==> src/rtl/core/xrr_pkg.sv <==
// ----------------------------------------------------------------------------
// xorshift128 range random: package
// Widths, seeds, shift amounts, codes and shared types of the generator.
// ----------------------------------------------------------------------------
`default_nettype none

package xrr_pkg;

  localparam int unsigned WORD_W  = 32;
  localparam int unsigned LIMIT_W = 31;
  localparam int unsigned KIND_W  = 2;
  localparam int unsigned CNT_W   = $clog2(WORD_W);

  localparam logic [WORD_W-1:0] SEED_X = 32'd123456789;
  localparam logic [WORD_W-1:0] SEED_Y = 32'd362436069;
  localparam logic [WORD_W-1:0] SEED_Z = 32'd521288629;
  localparam logic [WORD_W-1:0] SEED_W = 32'd88675123;

  // Shift amounts of the recurrence: t = x ^ (x << A); w' = w ^ (w >> B) ^ t ^ (t >> C).
  localparam int unsigned SHIFT_A = 11;
  localparam int unsigned SHIFT_B = 19;
  localparam int unsigned SHIFT_C = 8;

  typedef enum logic [KIND_W-1:0] {
    KIND_RESEED = 2'd0,
    KIND_RAW    = 2'd1,
    KIND_RANGE  = 2'd2
  } kind_e;

  typedef enum logic [1:0] {
    ST_IDLE,
    ST_RUN,
    ST_WRITE
  } state_e;

  typedef struct packed {
    logic start;
    logic reseed;
  } step_ctrl_t;

  typedef struct packed {
    logic busy;
    logic first;
    logic last;
    logic dbit;
  } step_stat_t;

endpackage

`default_nettype wire

==> src/rtl/core/xrr_if.sv <==
// ----------------------------------------------------------------------------
// xorshift128 range random: channel interfaces
// Valid/ready channels for request and result transactions.
// ----------------------------------------------------------------------------
`default_nettype none

interface xrr_in_if
  import xrr_pkg::*;
();
  logic               valid;
  logic               ready;
  logic [KIND_W-1:0]  kind;
  logic [WORD_W-1:0]  seed_word;
  logic [LIMIT_W-1:0] range_limit;

  modport source (output valid, output kind, output seed_word, output range_limit,
                  input ready);
  modport sink   (input valid, input kind, input seed_word, input range_limit,
                  output ready);
endinterface

interface xrr_out_if
  import xrr_pkg::*;
();
  logic              valid;
  logic              ready;
  logic [WORD_W-1:0] value;
  logic              range_error;

  modport source (output valid, output value, output range_error, input ready);
  modport sink   (input valid, input value, input range_error, output ready);
endinterface

`default_nettype wire

==> src/rtl/core/xrr_step.sv <==
// ----------------------------------------------------------------------------
// xorshift128 range random: bit-serial step unit
// Holds the four state words and produces the next word one bit per cycle,
// most significant bit first, by rotating x and w past fixed taps.
// ----------------------------------------------------------------------------
`default_nettype none

module xrr_step
  import xrr_pkg::*;
(
  input  wire logic              clk_i,
  input  wire logic              rst_ni,
  input  wire step_ctrl_t        ctrl_i,
  input  wire logic [WORD_W-1:0] seed_i,
  output      step_stat_t        stat_o,
  output      logic [WORD_W-1:0] word_o
);

  // After c left rotations, bit k = WORD_W-1-c of the original word sits at
  // the top, and its neighbours at these fixed positions.
  localparam int unsigned TAP_W_HI  = (WORD_W - 1 + SHIFT_B) % WORD_W;
  localparam int unsigned TAP_X_LO  = WORD_W - 1 - SHIFT_A;
  localparam int unsigned TAP_X_HI  = (WORD_W - 1 + SHIFT_C) % WORD_W;
  localparam int unsigned TAP_X_MID = WORD_W - 1 + SHIFT_C - SHIFT_A;

  logic [WORD_W-1:0] x_q, x_d, y_q, y_d, z_q, z_d, w_q, w_d;
  logic [WORD_W-2:0] n_q, n_d;
  logic [CNT_W-1:0]  cnt_q, cnt_d;
  logic              busy_q, busy_d;
  logic              w_hi, x_lo, x_mid, t_k, t_hi, dbit, last;

  always_comb begin
    w_hi  = (cnt_q >= CNT_W'(SHIFT_B)) & w_q[TAP_W_HI];
    x_lo  = (cnt_q <= CNT_W'(TAP_X_LO)) & x_q[TAP_X_LO];
    x_mid = (cnt_q <= CNT_W'(TAP_X_MID)) & x_q[TAP_X_MID];
    t_k   = x_q[WORD_W-1] ^ x_lo;
    t_hi  = (cnt_q >= CNT_W'(SHIFT_C)) & (x_q[TAP_X_HI] ^ x_mid);
    dbit  = w_q[WORD_W-1] ^ w_hi ^ t_k ^ t_hi;
    last  = busy_q & (cnt_q == CNT_W'(WORD_W - 1));
  end

  always_comb begin
    x_d    = x_q;
    y_d    = y_q;
    z_d    = z_q;
    w_d    = w_q;
    n_d    = n_q;
    cnt_d  = cnt_q;
    busy_d = busy_q;
    if (ctrl_i.reseed) begin
      x_d = SEED_X;
      y_d = SEED_Y;
      z_d = SEED_Z;
      w_d = seed_i;
    end else if (ctrl_i.start) begin
      busy_d = 1'b1;
      cnt_d  = '0;
    end else if (busy_q) begin
      cnt_d = cnt_q + CNT_W'(1);
      n_d   = {n_q[WORD_W-3:0], dbit};
      if (last) begin
        // The final rotation brings w back to its original value.
        busy_d = 1'b0;
        x_d    = y_q;
        y_d    = z_q;
        z_d    = {w_q[WORD_W-2:0], w_q[WORD_W-1]};
        w_d    = {n_q, dbit};
      end else begin
        x_d = {x_q[WORD_W-2:0], x_q[WORD_W-1]};
        w_d = {w_q[WORD_W-2:0], w_q[WORD_W-1]};
      end
    end
  end

  always_ff @(posedge clk_i or negedge rst_ni) begin
    if (!rst_ni) begin
      x_q    <= SEED_X;
      y_q    <= SEED_Y;
      z_q    <= SEED_Z;
      w_q    <= SEED_W;
      cnt_q  <= '0;
      busy_q <= 1'b0;
    end else begin
      x_q    <= x_d;
      y_q    <= y_d;
      z_q    <= z_d;
      w_q    <= w_d;
      cnt_q  <= cnt_d;
      busy_q <= busy_d;
    end
  end

  always_ff @(posedge clk_i) begin
    n_q <= n_d;
  end

  assign stat_o.busy  = busy_q;
  assign stat_o.first = busy_q & (cnt_q == '0);
  assign stat_o.last  = last;
  assign stat_o.dbit  = dbit;
  assign word_o       = w_q;

endmodule

`default_nettype wire

==> src/rtl/core/xrr_mod.sv <==
// ----------------------------------------------------------------------------
// xorshift128 range random: bit-serial remainder unit
// Restoring division that takes the dividend one bit per cycle while shift_i is
// high, most significant bit first, and keeps only the partial remainder.
// ----------------------------------------------------------------------------
`default_nettype none

module xrr_mod
  import xrr_pkg::*;
(
  input  wire logic               clk_i,
  input  wire logic               start_i,
  input  wire logic [LIMIT_W-1:0] limit_i,
  input  wire logic               shift_i,
  input  wire logic               bit_i,
  output      logic [LIMIT_W-1:0] rem_o
);

  logic [LIMIT_W-1:0] lim_q, lim_d, rem_q, rem_d;
  logic [LIMIT_W:0]   trial, diff;

  always_comb begin
    trial = {rem_q, bit_i};
    diff  = trial - {1'b0, lim_q};
    lim_d = lim_q;
    rem_d = rem_q;
    if (start_i) begin
      lim_d = limit_i;
      rem_d = '0;
    end else if (shift_i) begin
      // For a non-zero limit the partial remainder stays below it, so the trial fits.
      rem_d = (trial >= {1'b0, lim_q}) ? diff[LIMIT_W-1:0] : trial[LIMIT_W-1:0];
    end
  end

  always_ff @(posedge clk_i) begin
    lim_q <= lim_d;
    rem_q <= rem_d;
  end

  assign rem_o = rem_q;

endmodule

`default_nettype wire

==> src/rtl/core/xorshift128_range_random.sv <==
// ----------------------------------------------------------------------------
// xorshift128 range random generator
// Top level: request handshake, sequencing and result register.
// ----------------------------------------------------------------------------
// A reseed or an unused kind goes from acceptance in the idle state through
// the write state to the result register. A raw or range draw is accepted in
// the idle state; in the run state the step unit produces the new w one bit
// per cycle, most significant bit first, while the remainder unit folds the
// low 31 of those bits into the partial remainder in the same cycles; in the
// write state the result is written once the output register is free. One
// transaction is in progress at a time; a finished result waits in the output
// register, and the next request is taken only once the result is written there.
// ----------------------------------------------------------------------------
`default_nettype none

module xorshift128_range_random
  import xrr_pkg::*;
(
  input  wire logic clk_i,
  input  wire logic rst_ni,
  xrr_in_if.sink    in_i,
  xrr_out_if.source out_o
);

  state_e             state_q, state_d;
  kind_e              kind_q, kind_d, in_kind;
  logic               zero_q, zero_d;
  logic               out_valid_q, out_valid_d;
  logic [WORD_W-1:0]  value_q, value_d;
  logic               err_q, err_d;
  logic               accept, is_draw, out_free, load_out;
  step_ctrl_t         step_ctrl;
  step_stat_t         step_stat;
  logic [WORD_W-1:0]  word;
  logic [LIMIT_W-1:0] rem;

  assign in_kind  = kind_e'(in_i.kind);
  assign accept   = in_i.valid & in_i.ready;
  assign is_draw  = (in_kind == KIND_RAW) | (in_kind == KIND_RANGE);
  assign out_free = ~out_valid_q | out_o.ready;

  xrr_step u_step (
    .clk_i  (clk_i),
    .rst_ni (rst_ni),
    .ctrl_i (step_ctrl),
    .seed_i (in_i.seed_word),
    .stat_o (step_stat),
    .word_o (word)
  );

  // A range draw uses only the low 31 bits of the word, so its top bit is skipped.
  xrr_mod u_mod (
    .clk_i   (clk_i),
    .start_i (step_ctrl.start),
    .limit_i (in_i.range_limit),
    .shift_i (step_stat.busy & ~step_stat.first),
    .bit_i   (step_stat.dbit),
    .rem_o   (rem)
  );

  always_comb begin
    state_d = state_q;
    case (state_q)
      ST_IDLE: begin
        if (accept) begin
          state_d = is_draw ? ST_RUN : ST_WRITE;
        end
      end
      ST_RUN: begin
        if (step_stat.last) begin
          state_d = ST_WRITE;
        end
      end
      ST_WRITE: begin
        if (out_free) begin
          state_d = ST_IDLE;
        end
      end
      default: state_d = ST_IDLE;
    endcase
  end

  always_comb begin
    in_i.ready       = 1'b0;
    load_out         = 1'b0;
    step_ctrl.start  = 1'b0;
    step_ctrl.reseed = 1'b0;
    case (state_q)
      ST_IDLE: begin
        in_i.ready       = 1'b1;
        step_ctrl.start  = accept & is_draw;
        step_ctrl.reseed = accept & (in_kind == KIND_RESEED);
      end
      ST_WRITE: begin
        load_out = out_free;
      end
      default: begin
        in_i.ready = 1'b0;
      end
    endcase
  end

  always_comb begin
    kind_d      = kind_q;
    zero_d      = zero_q;
    value_d     = value_q;
    err_d       = err_q;
    out_valid_d = out_valid_q;
    if (accept) begin
      kind_d = in_kind;
      zero_d = (in_i.range_limit == '0);
    end
    if (out_valid_q & out_o.ready) begin
      out_valid_d = 1'b0;
    end
    if (load_out) begin
      out_valid_d = 1'b1;
      err_d       = 1'b0;
      case (kind_q)
        KIND_RAW:   value_d = word;
        KIND_RANGE: begin
          value_d = zero_q ? '0 : {1'b0, rem};
          err_d   = zero_q;
        end
        default:    value_d = '0;
      endcase
    end
  end

  always_ff @(posedge clk_i or negedge rst_ni) begin
    if (!rst_ni) begin
      state_q     <= ST_IDLE;
      out_valid_q <= 1'b0;
    end else begin
      state_q     <= state_d;
      out_valid_q <= out_valid_d;
    end
  end

  always_ff @(posedge clk_i) begin
    kind_q  <= kind_d;
    zero_q  <= zero_d;
    value_q <= value_d;
    err_q   <= err_d;
  end

  assign out_o.valid       = out_valid_q;
  assign out_o.value       = value_q;
  assign out_o.range_error = err_q;

endmodule

`default_nettype wire

==> src/flat_wrapper.sv <==
// flat-port wrapper written by rule: the top's interface ports become plain ports
module xorshift128_range_random_flat import xrr_pkg::*;
  (clk_i, rst_ni, in_i_valid, in_i_kind, in_i_seed_word, in_i_range_limit, in_i_ready, out_o_valid, out_o_value, out_o_range_error, out_o_ready);
  xrr_in_if in_i_i ();
  xrr_out_if out_o_i ();
  input  wire logic clk_i;
  input  wire logic rst_ni;
  input wire logic [$bits(in_i_i.valid)-1:0] in_i_valid;
  input wire logic [$bits(in_i_i.kind)-1:0] in_i_kind;
  input wire logic [$bits(in_i_i.seed_word)-1:0] in_i_seed_word;
  input wire logic [$bits(in_i_i.range_limit)-1:0] in_i_range_limit;
  output wire logic [$bits(in_i_i.ready)-1:0] in_i_ready;
  output wire logic [$bits(out_o_i.valid)-1:0] out_o_valid;
  output wire logic [$bits(out_o_i.value)-1:0] out_o_value;
  output wire logic [$bits(out_o_i.range_error)-1:0] out_o_range_error;
  input wire logic [$bits(out_o_i.ready)-1:0] out_o_ready;
  assign in_i_i.valid = in_i_valid;
  assign in_i_i.kind = in_i_kind;
  assign in_i_i.seed_word = in_i_seed_word;
  assign in_i_i.range_limit = in_i_range_limit;
  assign in_i_ready = in_i_i.ready;
  assign out_o_valid = out_o_i.valid;
  assign out_o_value = out_o_i.value;
  assign out_o_range_error = out_o_i.range_error;
  assign out_o_i.ready = out_o_ready;
  xorshift128_range_random u_core (.clk_i(clk_i), .rst_ni(rst_ni), .in_i(in_i_i), .out_o(out_o_i));
endmodule
==> config.mk <==
export PLATFORM = sky130hd
export DESIGN_NAME = xorshift128_range_random_flat
export DESIGN_NICKNAME = d
export VERILOG_FILES = /design/src/rtl/core/xrr_pkg.sv /design/src/rtl/core/xrr_if.sv /design/src/rtl/core/xrr_step.sv /design/src/rtl/core/xrr_mod.sv /design/src/rtl/core/xorshift128_range_random.sv /design/src/flat_wrapper.sv
export SDC_FILE = /design/constraint.sdc
export NUM_CORES = 1
export LEC_CHECK = 0
export BUFFER_PORTS_ARGS = -buffer_cell sky130_fd_sc_hd__buf_2
export CORE_MARGIN = 8
export CORE_UTILIZATION = 23
export CTS_CLUSTER_DIAMETER = 200
export DETAILED_ROUTE_END_ITERATION = 12
export PLACE_DENSITY = 0.49
export SETUP_SLACK_MARGIN = 0.2
export SYNTH_ARGS = -nofsm -noshare
export SYNTH_HDL_FRONTEND = slang
export SYNTH_SLANG_ARGS = --single-unit
==> constraint.sdc <==
create_clock -name clk_i -period 8.65 [get_ports clk_i]
set_input_delay 1.2975 -clock clk_i [delete_from_list [all_inputs] [get_ports clk_i]]
set_output_delay 1.2975 -clock clk_i [all_outputs]
set_load 0.01 [all_outputs]
-- Word-level counts from Yosys, hierarchy flattened
Cells that the tools add are included.
- flip-flop bits (word level): 266
- bits in latches: 0
- RAM bits: 0
- memory bits (read-only): 0
- output and inout bits: 35
- word-level logic and storage cells: 102
- memories kept: 0
- $add $sub $neg: 2
- multipliers: 0
- divide/modulo/power cells: 0
- order comparisons: 5
- equality and inequality tests: 11
- shifts and indexed selects: 0
- mux-type cells: 34
- bitwise operators: 22
- reduce and logical (&&, ||, !) cells: 13
- operators with widths (kind ; number):
    two-way mux 32 bit ; 16
    one-hot mux 32 bit (2 select lines) ; 1
    two-way mux 31 bit ; 2
    greater-or-equal comparator 32 x 31 -> 1 bit ; 1
    zero test 31 bit ; 1
    subtractor 31 bit ; 1
    bitwise AND 1 bit ; 11
    less-or-equal comparator 5 bit (second input constant) ; 2
    two-way mux 2 bit ; 5
    two-way mux 5 bit ; 2
    AND reduction 3 bit ; 3
    nonzero test 2 bit ; 4
    two-way mux 1 bit ; 7
    equality test 2 x 1 -> 1 bit (second input constant) ; 3
    equality test 2 bit (second input constant) ; 3
    one-hot mux 2 bit (3 select lines) ; 1
    adder 5 x 1 -> 5 bit (second input constant) ; 1
    equality test 5 bit (second input constant) ; 1
    greater-or-equal comparator 5 x 4 -> 1 bit (second input constant) ; 1
    greater-or-equal comparator 5 bit (second input constant) ; 1
    zero test 5 bit ; 1
    bitwise XOR 1 bit ; 5
    zero test 2 bit ; 2
    inequality test 2 x 1 -> 1 bit (second input constant) ; 2
    4 further kinds ; 10

-- Longest topological paths before layout
Gate-level depths: netlist of the first run.
- word-level depth: 9
- depth in mapped cells: 20
- gate-level depth less buffers: 18

-- By module
A second synthesis of the first run with hierarchy kept.
- cells, all modules: 1278
- area, all modules: 13436.6 um^2
- modules (own cells, without submodules) (module ; instances ; cells an instance ; area an instance (um^2) ; seq. area each (um^2)):
    xrr_step ; 1 ; 674 ; 7303.3 ; 4360.4
    xrr_mod ; 1 ; 490 ; 4384.2 ; 1551.5
    xorshift128_range_random ; 1 ; 114 ; 1749.2 ; 1156.1

-- Least setup slack after synthesis of the first run
Ideal clock, no wire load.
- path kind: reg-to-reg
- from: register u_core.u_step.cnt_q[0]
- to: register u_core.u_mod.rem_q[12], in the netlist u_core.u_mod.rem_o[12]
- arrival time: 3.851 ns
- slack: 4.614 ns
- stages on the path, launching flop included: 20
- path through: dfrtp_1 ha_1 a2111oi_0 nor2_1 xnor2_1 xnor2_1 xnor2_1 ha_1 inv_1 fa_1 a21o_1 a221o_1 a32o_1 buf_6 o2111a_2 nor2_8 buf_8 nor2_1 a211oi_1 nor3_1
- word-level cells in the longest chain between the ends: 7
- RTL lines (what ; line ; text):
    from (decl) ; xrr_step.sv:28 ; logic [CNT_W-1:0] cnt_q, cnt_d;
    from (signal assigned) ; xrr_step.sv:88 ; cnt_q <= cnt_d;
    greater-or-equal comparator 5 bit, or another cell as far along ; xrr_step.sv:33 ; w_hi = (cnt_q >= CNT_W'(SHIFT_B)) & w_q[TAP_W_HI];
    bitwise AND 1 bit, on equally long branches ; xrr_step.sv:33, xrr_step.sv:34, xrr_step.sv:35 ;
    bitwise XOR 1 bit, on equally long branches ; xrr_step.sv:38, xrr_step.sv:36, xrr_step.sv:37 ;
    bitwise XOR 1 bit / bitwise AND 1 bit (equally long branches) ; xrr_step.sv:38, xrr_step.sv:37 ;
    bitwise XOR 1 bit ; xrr_step.sv:38 ; dbit = w_q[WORD_W-1] ^ w_hi ^ t_k ^ t_hi;
    subtractor 31 bit / greater-or-equal comparator 32 x 31 -> 1 bit (equally long branches) ; xrr_mod.sv:24, xrr_mod.sv:32 ;
    two-way mux 31 bit ; xrr_mod.sv:32 ; rem_d = (trial >= {1'b0, lim_q}) ? diff[LIMIT_W-1:0] : trial[LIMIT_W-1:0];
    to (signal assigned) ; xrr_mod.sv:38 ; rem_q <= rem_d;
    to (decl) ; xrr_mod.sv:19 ; logic [LIMIT_W-1:0] lim_q, lim_d, rem_q, rem_d;
Several ways; a longest one is shown, not always the timed one.
A chain may end at the register's enable or synchronous reset.

-- Worst setup path after layout of the first run
- from: register u_core.u_step.cnt_q[0]
- to: register u_core.u_mod.rem_q[2], in the netlist u_core.u_mod.rem_o[2]
The elaborated chain is that of the path after synthesis.

==> impl_summary.md, run 1 <==
Power and ir drop
For this design the ratio of total power to cell area is 363.4 mW/mm^2. The reported leakage power is 6.121 nW. The peak supply drop is 0.1368 mV.

Clock tree
The CTS clock-pin slew for the worst setup and hold paths is 60 ps. The maximum number of buffers from clock root to sink is 3. The post-cts hold buffer count is 0. The clock tree root buffer cell is clkbuf_16.

The total CTS buffers is 30. The post-CTS setup-driven buffer insertion count is 0. In this run the number of H-tree levels came out at 1. The number of gates resized after CTS was 0. The total number of clock tree sinks is 266.

The clock tree from TritonCTS is built. The later pin in the worst-skew pair is clocked with a latency of 560 ps.

Hold path
In this run the worst hold path is classified as reg2reg. The worst hold path passes through 0 cells.

Synth
The share of Yosys cell area claimed by the top area cell type is 23.20%. The cell type with the largest total area after synthesis is edfxtp_1. The share of async-settable or async-resettable flops after synthesis is 51.50%.

The cell area after technology mapping is 0.01269 mm^2. The cell with the most instances after synthesis is nand2_1. The per-instance average area after synthesis is 10.69 um^2. The number of warnings printed during yosys synthesis is 0.

After synthesis, the cell types taking the most area are edfxtp_1, dfrtp_1, dfstp_2. The synthesized design contains 98 enable-type register cells. Among all flip-flop cells after synthesis, the most frequent one is edfxtp_1. The register bit total from synthesis is 266. The number of nets in the synthesized netlist is 1294. The sequential share of the synthesized area is 55.71%.

The commonest cells after synthesis are nand2_1, a21oi_1, edfxtp_1. Synthesis handed over a netlist of 1187 instances. After synthesis, the netlist uses 71 different library cells.

Global route
The largest net degree at the start of global routing is 75. The first global-routing pass estimated 59.91 mm of wire. After global routing the overflow that remains totals 0.

In the global route stage, overall resource usage came out at 11.94%. The initial antenna violation count is 0. The number of global-route vias before repair was 9722.

Timing
The number of pins with negative max-slew slack in the final report is 0. The final-report setup violation count is 0. The post-route setup TNS is 0 ps. The worst path needs 4938 ps of the cycle, external delays included. Hold timing on the final database bottoms out at a slack of 448.0 ps. The final clock period utilization by the worst path is 57.08%. The max-slew headroom at the worst pin is 12.18%. The final worst-path setup slack is 3712 ps.

The clock tree skew after final layout is 13.77 ps. The number of hold violations in the final report is 0. Based on the critical path, the design can be clocked at up to 202.5 MHz. Setup repair after global routing left no endpoint under its margin. The actual slew at the worst max-slew pin is 1314 ps.

Setup path
The origin of the worst setup path is u_core.u_step.cnt_q[0]$_DFFE_PN0P_. The buffers plus inverters on the worst setup path is 2. In this run the critical register-to-register path is captured at u_core.u_mod.rem_o[2]$_SDFFE_PP0P_. The category of the worst setup path launch point is a register. Of all nets on the critical path, the largest fanout is 45. Among cell families on the critical path, the largest total delay comes from compound AO/OA/AOI/OAI gates. The required time of the critical path is 9040 ps. Setup slack on the worst reg-to-reg path comes out at 3710 ps.

Among the stages of the critical path, the cell type that occurs most often is xnor2_1. In this run the worst setup path terminates at u_core.u_mod.rem_o[2]$_SDFFE_PP0P_. Traced cell by cell, the critical path runs through ha_1 > a2111oi_0 > nor2_1 > xnor2_1 > xnor2_1 > xnor2_1 > ha_1 > inv_1 > fa_1 > a21o_1 > a221o_1 > a32o_1 > o2111a_2 > nor2_8 > inv_2 > o211ai_1 > a21oi_1. The slowest cell on the critical path is nor2_8. For the worst setup path, the data arrival time is 5330 ps. The critical path crosses 17 cells after its start point. The worst setup path is captured at a register. The length in cells of the worst reg-to-reg path is 17. In this design, the stage delay of the slowest critical-path cell is 470 ps. The worst setup path is of the reg2reg kind. The startpoint of the most critical register-to-register path is u_core.u_step.cnt_q[0]$_DFFE_PN0P_.

Placement
The total placed cells including tap cells is 1930. The post-detailed-placement half-perimeter wirelength is 27.18 mm. The placer's final routability congestion estimate is 0.8623.

The count of input and output buffers is 103. Before CTS, the worst setup slack after placement is 3660 ps.

Final layout
Cells with a size suffix above 1 make up 19.34% of the layout. Measured on the finished design, the core utilization comes to 27.23%. The antenna diode count is 0. Relative to the synthesized area, the layout overhead comes to 17.53%.

The finished layout holds 1986 standard cells, fillers aside. In the final design database the tool counted 1365 nets.

Detailed routing
The first-pass detailed-route iteration total is 6. Summing over every cut layer, the via total after detailed routing is 9596. Dividing the detail-routed wire length by the instance count gives 19.48 um. The detailed router's first-iteration violation count is 663. Once detail routing completed, the nets flagged for antenna violations numbered 0. The DRC violation count after routing is 0. The wire length reported by the detailed router is 38.69 mm. The via count normalized by instance count is 4.832.

Floorplanning
The effective utilization at floorplan is 23.16%. The row count is 86. 104 I/O pins were placed.

The floorplan step set the die height to 250.9 um. The region available for standard cell placement spans 0.05477 mm^2. The floorplan step defined a die boundary enclosing 0.06293 mm^2. The overall die width is 250.9 um.

Run status
The flow ran to the end, and the final reports show no timing, DRC or antenna violations.

Job
The tool flagged a number of max-cap violations equal to 0.
state kept, by name (all words and copies together), names as in the netlist:
register,cells
u_core.kind_q,2
u_core.out_o.range_error,1
u_core.out_o.valid,1
u_core.out_o.value,32
u_core.state_q,2
u_core.u_mod.lim_q,31
u_core.u_mod.rem_o,31
u_core.u_step.busy_q,1
u_core.u_step.cnt_q,5
u_core.u_step.n_q,31
u_core.u_step.word_o,32
u_core.u_step.x_q,32
u_core.u_step.y_q,32
u_core.u_step.z_q,32
u_core.zero_q,1
worst min path at each step:
| stage | from | end | slack (ps) |
|---|---|---|---|
| 2_1_floorplan | u_core.u_step.n_q[9]$_DFFE_PP_ | u_core.u_step.n_q[10]$_DFFE_PP_ | 430 |
| 3_3_place_gp | u_core.u_step.n_q[12]$_DFFE_PP_ | u_core.u_step.n_q[13]$_DFFE_PP_ | 430 |
| 3_5_place_dp | u_core.u_step.n_q[6]$_DFFE_PP_ | u_core.u_step.n_q[7]$_DFFE_PP_ | 430 |
| 4_1_cts | u_core.u_step.n_q[13]$_DFFE_PP_ | u_core.u_step.n_q[14]$_DFFE_PP_ | 450 |
| 5_1_grt | u_core.u_step.n_q[10]$_DFFE_PP_ | u_core.u_step.n_q[11]$_DFFE_PP_ | 460 |
| 6_report | u_core.u_step.n_q[26]$_DFFE_PP_ | u_core.u_step.n_q[27]$_DFFE_PP_ | 450 |
kinds of logic after synthesis:
| family | count (synthesis) | share of synthesized area (%) |
|---|---|---|
| AO/OA/AOI/OAI | 411 | 21.44 |
| AND/OR/NAND/NOR | 272 | 9.773 |
| flip-flops | 266 | 55.71 |
| buffers and inverters | 132 | 4.162 |
| multiplexers | 40 | 3.175 |
| adder cells (fa/ha/maj) | 38 | 3.807 |
| XOR/XNOR | 28 | 1.933 |
stage by stage:
stage | power (mW) | area (um^2)
floorplan | 3.530 | 12690
global placement | 4.125 | 13920
detailed placement | 4.155 | 13920
CTS | 5.451 | 14910
global route | 5.787 | 14910
finish | 5.418 | 14910
cells in the final DEF, fill, tap and decap left out, types with 17 or more instances in the layout:
cell       Yosys  final
nor2_1        40     40
ha_1          37     37
inv_1         50     49
o21ai_0       93     93
xnor2_1       19     19
nand3_1       37     37
nand2_1      131    130
a22o_1        64     64
clkbuf_16      0     32
o211ai_1      20     20
mux2i_1       38     38
buf_2          2    102
buf_4          1     17
dfxtp_1       31     31
edfxtp_1      98     98
o22a_1        33     33
dfrtp_1       76     76
a21oi_1      125    125
dfstp_2       61     61
worst reg2reg max path: stages, from the launching register on:
cell and delay [ps]:
dfrtp_1 440, ha_1 270, a2111oi_0 350, nor2_1 100, xnor2_1 150, xnor2_1 150
xnor2_1 340, ha_1 240, inv_1 50, fa_1 400, a21o_1 190, a221o_1 350
a32o_1 350, o2111a_2 370, nor2_8 470, inv_2 260, o211ai_1 220, a21oi_1 90
metal layers:
metal	global-route usage, %	vias to the layer above	wire length (um)
li1	-	4510	-
met1	16.54	4786	17860
met2	19.76	256	18180
met3	1.735	44	2079
met4	2.295	0	570
met5	0	-	0
power by group:
group,switching (mW),internal (mW)
sequential,0.394,1.77
combinational,1.18,0.797
clock,0.519,0.754
total,2.09,3.32
final cells by class:
cell class | instances | area [um^2]
timing repair buffer | 120 | 649.4
clock inverter | 10 | 77.57
tap | 704 | 880.8
inverter | 51 | 191.4
fill | 5688 | 39860
clock buffer | 46 | 913.4
multi-input combinational | 789 | 5131
sequential | 266 | 7068
No activity file was read; power rests on OpenSTA's default activity.
==> run 2, diff against run 1 <==
--- a/config.mk
+++ b/config.mk
@@ -10,7 +10,7 @@
 export CORE_UTILIZATION = 23
 export CTS_CLUSTER_DIAMETER = 200
 export DETAILED_ROUTE_END_ITERATION = 12
-export PLACE_DENSITY = 0.49
+export PLACE_DENSITY = 0.5
 export SETUP_SLACK_MARGIN = 0.2
 export SYNTH_ARGS = -nofsm -noshare
 export SYNTH_HDL_FRONTEND = slang
==> constraint.sdc (replaced) <==
create_clock -name clk_i -period 4.2 [get_ports clk_i]
set_input_delay 0.63 -clock clk_i [delete_from_list [all_inputs] [get_ports clk_i]]
set_output_delay 0.63 -clock clk_i [all_outputs]
set_load 0.01 [all_outputs]
==> impl_summary.md, run 2 (synthesis gave the netlist of run 1 again) <==
Timing
Setup repair after global routing missed its margin: true (was false). The number of hold violations in the final report is 0 (unchanged). The final-report setup violation count came to 0 (unchanged). The final critical delay including setup and external delays came to 4041 ps (was 4938 ps).

The number of pins with negative max-slew slack in the final report was 0 (unchanged). The clock tree skew after final layout came to 9.906 ps (was 13.77 ps). The max-slew headroom at the worst pin is 23.36% (was 12.18%). The fmax is 247.5 MHz (was 202.5 MHz). The actual slew at the worst max-slew pin is 1147 ps (was 1314 ps).

The final clock period utilization by the worst path is 96.22% (was 57.08%).

Global route
The largest net degree at the start of global routing is 107 (was 75). The number of global-route vias before repair is 9741 (was 9722). The global-route wire length before repair is 60.80 mm (was 59.91 mm).

The total global routing track utilization was 12.17% (was 11.94%). The total grt overflow came to 0 (unchanged). The initial antenna violation count is 6 (was 0).

Clock tree
The maximum number of buffers from clock root to sink is 3 (unchanged). The clock tree from TritonCTS is built (unchanged). The clock insertion delay at the later pin of the skew report is 560 ps (about the same). The number of H-tree levels is 1 (unchanged). The total number of clock tree sinks is 266 (unchanged). The clock tree root buffer cell is clkbuf_16 (unchanged). The CTS clock-pin slew for the worst setup and hold paths is 70 ps (was 60 ps). The total CTS buffers is 29 (was 30).

Power and ir drop
The reported leakage power was 6.326 nW (was 6.121 nW). The power density over the cells is 770.6 mW/mm^2 (was 363.4 mW/mm^2). The peak supply drop is 0.3539 mV (was 0.1368 mV). The total chip power is 11.85 mW (was 5.418 mW).

Final layout
The area used by sequential logic in the layout came to 0.007069 mm^2 (was 0.007068 mm^2). The most frequent standard cell in the layout excluding fill and tap cells is nand2_1 (unchanged). The total non-filler cell area in the finished layout is 0.01538 mm^2 (was 0.01491 mm^2).

The number of nets in the final layout is 1402 (was 1365). The fill cell total of the finished layout is 5667 (was 5688). The final instance count without filler cells was 2023 (was 1986).

The share of layout cells above drive strength 1 was 24.22% (was 19.34%). The core occupancy in the finished layout is 28.08% (was 27.23%). Commonest non-fill, non-tap cells in the layout: nand2_1, a21oi_1, buf_2, edfxtp_1, o21ai_0 (unchanged). The layout overhead on the synthesized area is 21.22% (was 17.53%). The area of combinational cells with multiple inputs was 0.005300 mm^2 (was 0.005131 mm^2).

Floorplanning
The row count came to 86 (unchanged). The overall die width is 250.9 um (unchanged). The boundary pin count is 104 (unchanged). The area of the core is 0.05477 mm^2 (unchanged).

The effective utilization at floorplan is 23.16% (unchanged). The die area was 0.06293 mm^2 (unchanged). The vertical extent of the die is 250.9 um (unchanged).

Setup path
The required time of the critical path was 4620 ps (was 9040 ps). The class of the most critical setup path is reg2reg (unchanged). The category of the worst setup path launch point was a register (unchanged).

The endpoint type of the worst setup path was a register (unchanged). The arrival time of the worst setup path was 4460 ps (was 5330 ps). The critical-path maximum fanout is 7 (was 45).

Hold path
The path type of the worst min-delay path is in2async (was reg2reg).

Detailed routing
The total number of vias is 9743 (was 9596). The first-pass detailed-route iteration total is 5 (was 6). The wire length reported by the detailed router is 39.48 mm (was 38.69 mm). The via count normalized by instance count was 4.816 (was 4.832). The detailed router's first-iteration violation count is 677 (was 663). The DRC violation count after routing is 0 (unchanged). The wire length per cell is 19.52 um (was 19.48 um).

The number of routed nets with antenna violations is 0 (unchanged).

Job
The max-cap check violation count was 0 (unchanged).

Placement
The post-detailed-placement cell area is 0.01414 mm^2 (was 0.01392 mm^2). The count of input and output buffers came to 103 (unchanged). The post-detailed-placement half-perimeter wirelength came to 27.66 mm (was 27.18 mm).

The total placed cells including tap cells is 1952 (was 1930). The placer's final routability congestion estimate is 0.8408 (was 0.8623).

Run status
Result of the run: complete, no violations (unchanged).
==> run 2: cell types whose count changed in the layout (fill, tap and decap cells not counted), sizes merged <==
cell | before | now
clkbuf | 46 | 34
buf | 120 | 158
clkinv | 7 | 13
inv | 53 | 54
diode | 0 | 2
clkinvlp | 0 | 2
==> run 2: worst max-delay path, cell delays in order (launching register included) <==
cell and delay [ps]:
dfrtp_1 430, buf_6 150, a2111oi_4 300, nor2_1 90, xnor2_1 150, xnor2_1 250
xnor2_2 170, ha_2 220, inv_2 40, fa_2 330, a21o_1 180, a221o_1 330
a32o_2 270, o2111a_2 310, nor2_8 200, buf_4 180, nor2_1 50, a211oi_1 200
nor3_1 60
==> run 2: repair_timing <==
action	4_1_cts	5_1_grt
buffers inserted	9	7
setup endpoints to repair	31	31
resized for setup	18	32
pin swaps	12	12
hold buffers	0	0
==> run 2: per-stage QoR <==
step           setup TNS, ps  setup slack [ps]  hold slack (ps)
2_1_floorplan              0             216.0            334.4
3_3_place_gp               0             37.52            429.5
3_5_place_dp          -707.7            -104.4            432.9
4_1_cts                    0             153.3            228.6
5_1_grt               -42.92            -20.03            240.8
6_report                   0             158.9            216.4
==> run 2: final cells by class <==
cell class	instances	share of cell area, %
Timing Repair Buffer	158	6.622
Sequential cell	266	45.96
Clock inverter	19	0.9030
Tap cell	704	5.727
Antenna cell	2	0.03254
Clock buffer	34	5.044
Multi-Input combinational cell	789	34.46
Inverter	51	1.245
==> run 2: path summary, 6_finish.rpt <==
kind                            slack [ps]                          startpoint                             endpoint  cells after the start
min in group clk_i                     260                in_i_range_limit[11]     u_core.u_mod.lim_q[11]$_DFFE_PP_                      1
max in group asynchronous             3080                              rst_ni    u_core.u_step.x_q[24]$_DFFE_PN1P_                      2
worst min register to register         440     u_core.u_step.n_q[24]$_DFFE_PP_      u_core.u_step.n_q[25]$_DFFE_PP_                      0
worst max-delay path                   160  u_core.u_step.cnt_q[1]$_DFFE_PN0P_  u_core.u_mod.rem_o[12]$_SDFFE_PP0P_                     18
worst max register to register         160  u_core.u_step.cnt_q[1]$_DFFE_PN0P_  u_core.u_mod.rem_o[12]$_SDFFE_PP0P_                     18
worst min-delay path                   220                              rst_ni     u_core.u_step.x_q[9]$_DFFE_PN0P_                      1
==> run 2: per-layer routing <==
metal / vias to the layer above / GRT usage [%] / wire (um)
met4: 4 / 4.090 / 1163
met3: 67 / 2.417 / 2160
met1: 4846 / 16.25 / 17930
met5: - / 0 / 33
met2: 232 / 19.57 / 18190
li1: 4594 / - / -
==> run 2: power breakdown <==
group          switching, mW  internal (mW)
combinational           2.76           2.15
sequential             0.788           3.65
clock                   1.11           1.39
==> run 3, diff against run 2 <==
--- a/config.mk
+++ b/config.mk
@@ -11,7 +11,7 @@
 export CTS_CLUSTER_DIAMETER = 200
 export DETAILED_ROUTE_END_ITERATION = 12
 export PLACE_DENSITY = 0.5
-export SETUP_SLACK_MARGIN = 0.2
+export SETUP_SLACK_MARGIN = 0.02
 export SYNTH_ARGS = -nofsm -noshare
 export SYNTH_HDL_FRONTEND = slang
 export SYNTH_SLANG_ARGS = --single-unit
==> impl_summary.md, run 3 (synthesis gave the netlist of run 1 again) <==
Run status
Result of the run: complete, no violations (unchanged).

Placement
The total placed cells including tap cells is 1959 (was 1952). The post-placement worst setup slack is -41.78 ps (was -104.4 ps). The post-detailed-placement half-perimeter wirelength is 28.52 mm (was 27.66 mm). The placer's final routability congestion estimate is 0.8326 (was 0.8408). The count of input and output buffers is 103 (unchanged).

Power and ir drop
The power density over the cells was 769.5 mW/mm^2 (was 770.6 mW/mm^2). The peak supply drop came to 0.3163 mV (was 0.3539 mV). The reported leakage power is 6.321 nW (was 6.326 nW).

Global route
The total grt overflow was 0 (unchanged). The initial antenna violation count came to 1 (was 6). The number of global-route vias before repair is 9882 (was 9741). The total global routing track utilization was 12.27% (was 12.17%). The global-route wire length before repair is 61.55 mm (was 60.80 mm). The largest net degree at the start of global routing was 96 (was 107).

Setup path
The class of the most critical setup path is reg2reg (unchanged). The arrival time of the worst setup path came to 4540 ps (was 4460 ps). The endpoint type of the worst setup path is a register (unchanged). The required time of the critical path is 4700 ps (was 4620 ps). The critical-path maximum fanout came to 7 (unchanged). The category of the worst setup path launch point is a register (unchanged).

Timing
The final-report setup violation count came to 0 (unchanged). The final critical delay including setup and external delays was 4034 ps (was 4041 ps). The clock tree skew after final layout is 20.09 ps (was 9.906 ps). The final worst-path setup slack was 166.3 ps (was 158.9 ps). The post-route setup TNS is 0 ps (unchanged).

Setup repair after global routing missed its margin: true (unchanged). The number of pins with negative max-slew slack in the final report was 0 (unchanged). The max-slew headroom at the worst pin is 26.64% (was 23.36%). The fmax is 247.9 MHz (was 247.5 MHz).

The actual slew at the worst max-slew pin is 1098 ps (was 1147 ps). The final hold slack was 130.4 ps (was 216.4 ps). The number of hold violations in the final report is 0 (unchanged). The final clock period utilization by the worst path is 96.04% (was 96.22%).

Floorplanning
The area of the core was 0.05477 mm^2 (unchanged). The effective utilization at floorplan came to 23.16% (unchanged). The overall die width is 250.9 um (unchanged). The die area is 0.06293 mm^2 (unchanged). The row count was 86 (unchanged). The boundary pin count was 104 (unchanged). The vertical extent of the die is 250.9 um (unchanged).

Clock tree
The number of H-tree levels was 1 (unchanged). The maximum number of buffers from clock root to sink is 3 (unchanged). The CTS clock-pin slew for the worst setup and hold paths is 60 ps (was 70 ps). The total CTS buffers was 30 (was 29).

The total number of clock tree sinks came to 266 (unchanged). The clock tree root buffer cell is clkbuf_16 (unchanged). The clock tree from TritonCTS is built (unchanged). The clock insertion delay at the later pin of the skew report is 570 ps (was 560 ps). The post-cts hold buffer count was 0 (unchanged).

Detailed routing
The first-pass detailed-route iteration total came to 5 (unchanged). The DRC violation count after routing is 0 (unchanged). The wire length reported by the detailed router came to 40.04 mm (was 39.48 mm).

The number of routed nets with antenna violations was 0 (unchanged). The via count normalized by instance count is 4.840 (was 4.816). The wire length per cell is 19.81 um (was 19.52 um). The detailed router's first-iteration violation count is 593 (was 677).

The total number of vias is 9782 (was 9743).

Final layout
The final instance count without filler cells is 2021 (was 2023). The most frequent standard cell in the layout excluding fill and tap cells is nand2_1 (unchanged). The share of layout cells above drive strength 1 was 23.23% (was 24.22%). The antenna diode count was 0 (was 2).

The layout overhead on the synthesized area came to 20.54% (was 21.22%). The number of nets in the final layout is 1400 (was 1402). Commonest non-fill, non-tap cells in the layout: nand2_1, a21oi_1, buf_2, edfxtp_1, o21ai_0 (unchanged).

Hold path
The path type of the worst min-delay path is in2async (unchanged).

Job
The max-cap check violation count is 0 (unchanged).
[run 3: cell types whose count changed in the layout (fill, tap and decap cells not counted), sizes merged]
cell and change:
buf -3, clkbuf +3, clkinv +2, clkinvlp -2, diode -2, bufinv +1
inv -1
[run 3: layer usage]
metal | vias to the layer above | global-route usage, % | routed length [um]
li1 | 4592 | - | -
met4 | 0 | 2.760 | 534
met1 | 4939 | 16.67 | 18420
met3 | 33 | 1.828 | 1877
met5 | - | 0 | 0
met2 | 218 | 20.47 | 19210
[run 3: path summary, 6_finish.rpt]
check	start	cells after the start	end	slack, ps
worst min-delay path	rst_ni	1	u_core.u_step.word_o[6]$_DFFE_PN0P_	130
worst max register to register	u_core.u_step.cnt_q[0]$_DFFE_PN0P_	19	u_core.u_mod.rem_o[22]$_SDFFE_PP0P_	170
min in group clk_i	in_i_range_limit[30]	1	u_core.u_mod.lim_q[30]$_DFFE_PP_	250
worst max-delay path	u_core.u_step.cnt_q[0]$_DFFE_PN0P_	19	u_core.u_mod.rem_o[22]$_SDFFE_PP0P_	170
max in group asynchronous	rst_ni	2	u_core.u_step.word_o[26]$_DFFE_PN1P_	3050
worst min register to register	u_core.u_step.n_q[1]$_DFFE_PP_	0	u_core.u_step.n_q[2]$_DFFE_PP_	450
[run 3: worst max-delay path, stage by stage (launching register included)]
cell	delay [ps]
dfrtp_2	440
buf_6	130
a2111oi_4	320
nor2_1	80
xnor2_1	200
xnor2_1	100
xnor2_1	250
ha_2	240
inv_2	40
fa_2	330
a21o_1	180
a221o_1	310
a32o_2	280
o2111a_2	300
nor2_8	200
buf_6	170
buf_6	120
a21oi_2	40
o21ai_1	100
o211a_1	160
[run 3: area by class of cell]
type,count,area (um^2)
clock inverters,19,148.9
clock buffers,37,832.0
multi-input cells,789,5216
flip-flops and latches,266,7071
repair buffers,155,950.9
well taps,704,880.8
inverters,51,193.9
fillers,5690,39480
[run 3: metrics by stage]
stage / cell area, um^2 / total power, mW / utilization [%]
floorplan: 12690 / 7.271 / -
global placement: 14150 / 8.785 / 25.84
detailed placement: 14150 / 8.854 / 25.84
CTS: 15170 / 11.60 / 27.69
global route: 15290 / 12.52 / 27.92
finish: 15290 / 11.77 / 27.92
[run 3: power by group]
group | switching (mW) | total (mW) | internal [mW] | leakage [nW]
clock | 1.09 | 2.62 | 1.52 | 0.495
combinational | 2.67 | 4.70 | 2.03 | 2.98
sequential | 0.801 | 4.45 | 3.65 | 2.85
[run 3: repair_timing]
action | CTS | global route
pin swaps | 4 | 9
gates resized for setup | 6 | 28
cloned | 0 | 0
endpoints found under the setup margin | 7 | 31
buffers inserted | 3 | 3
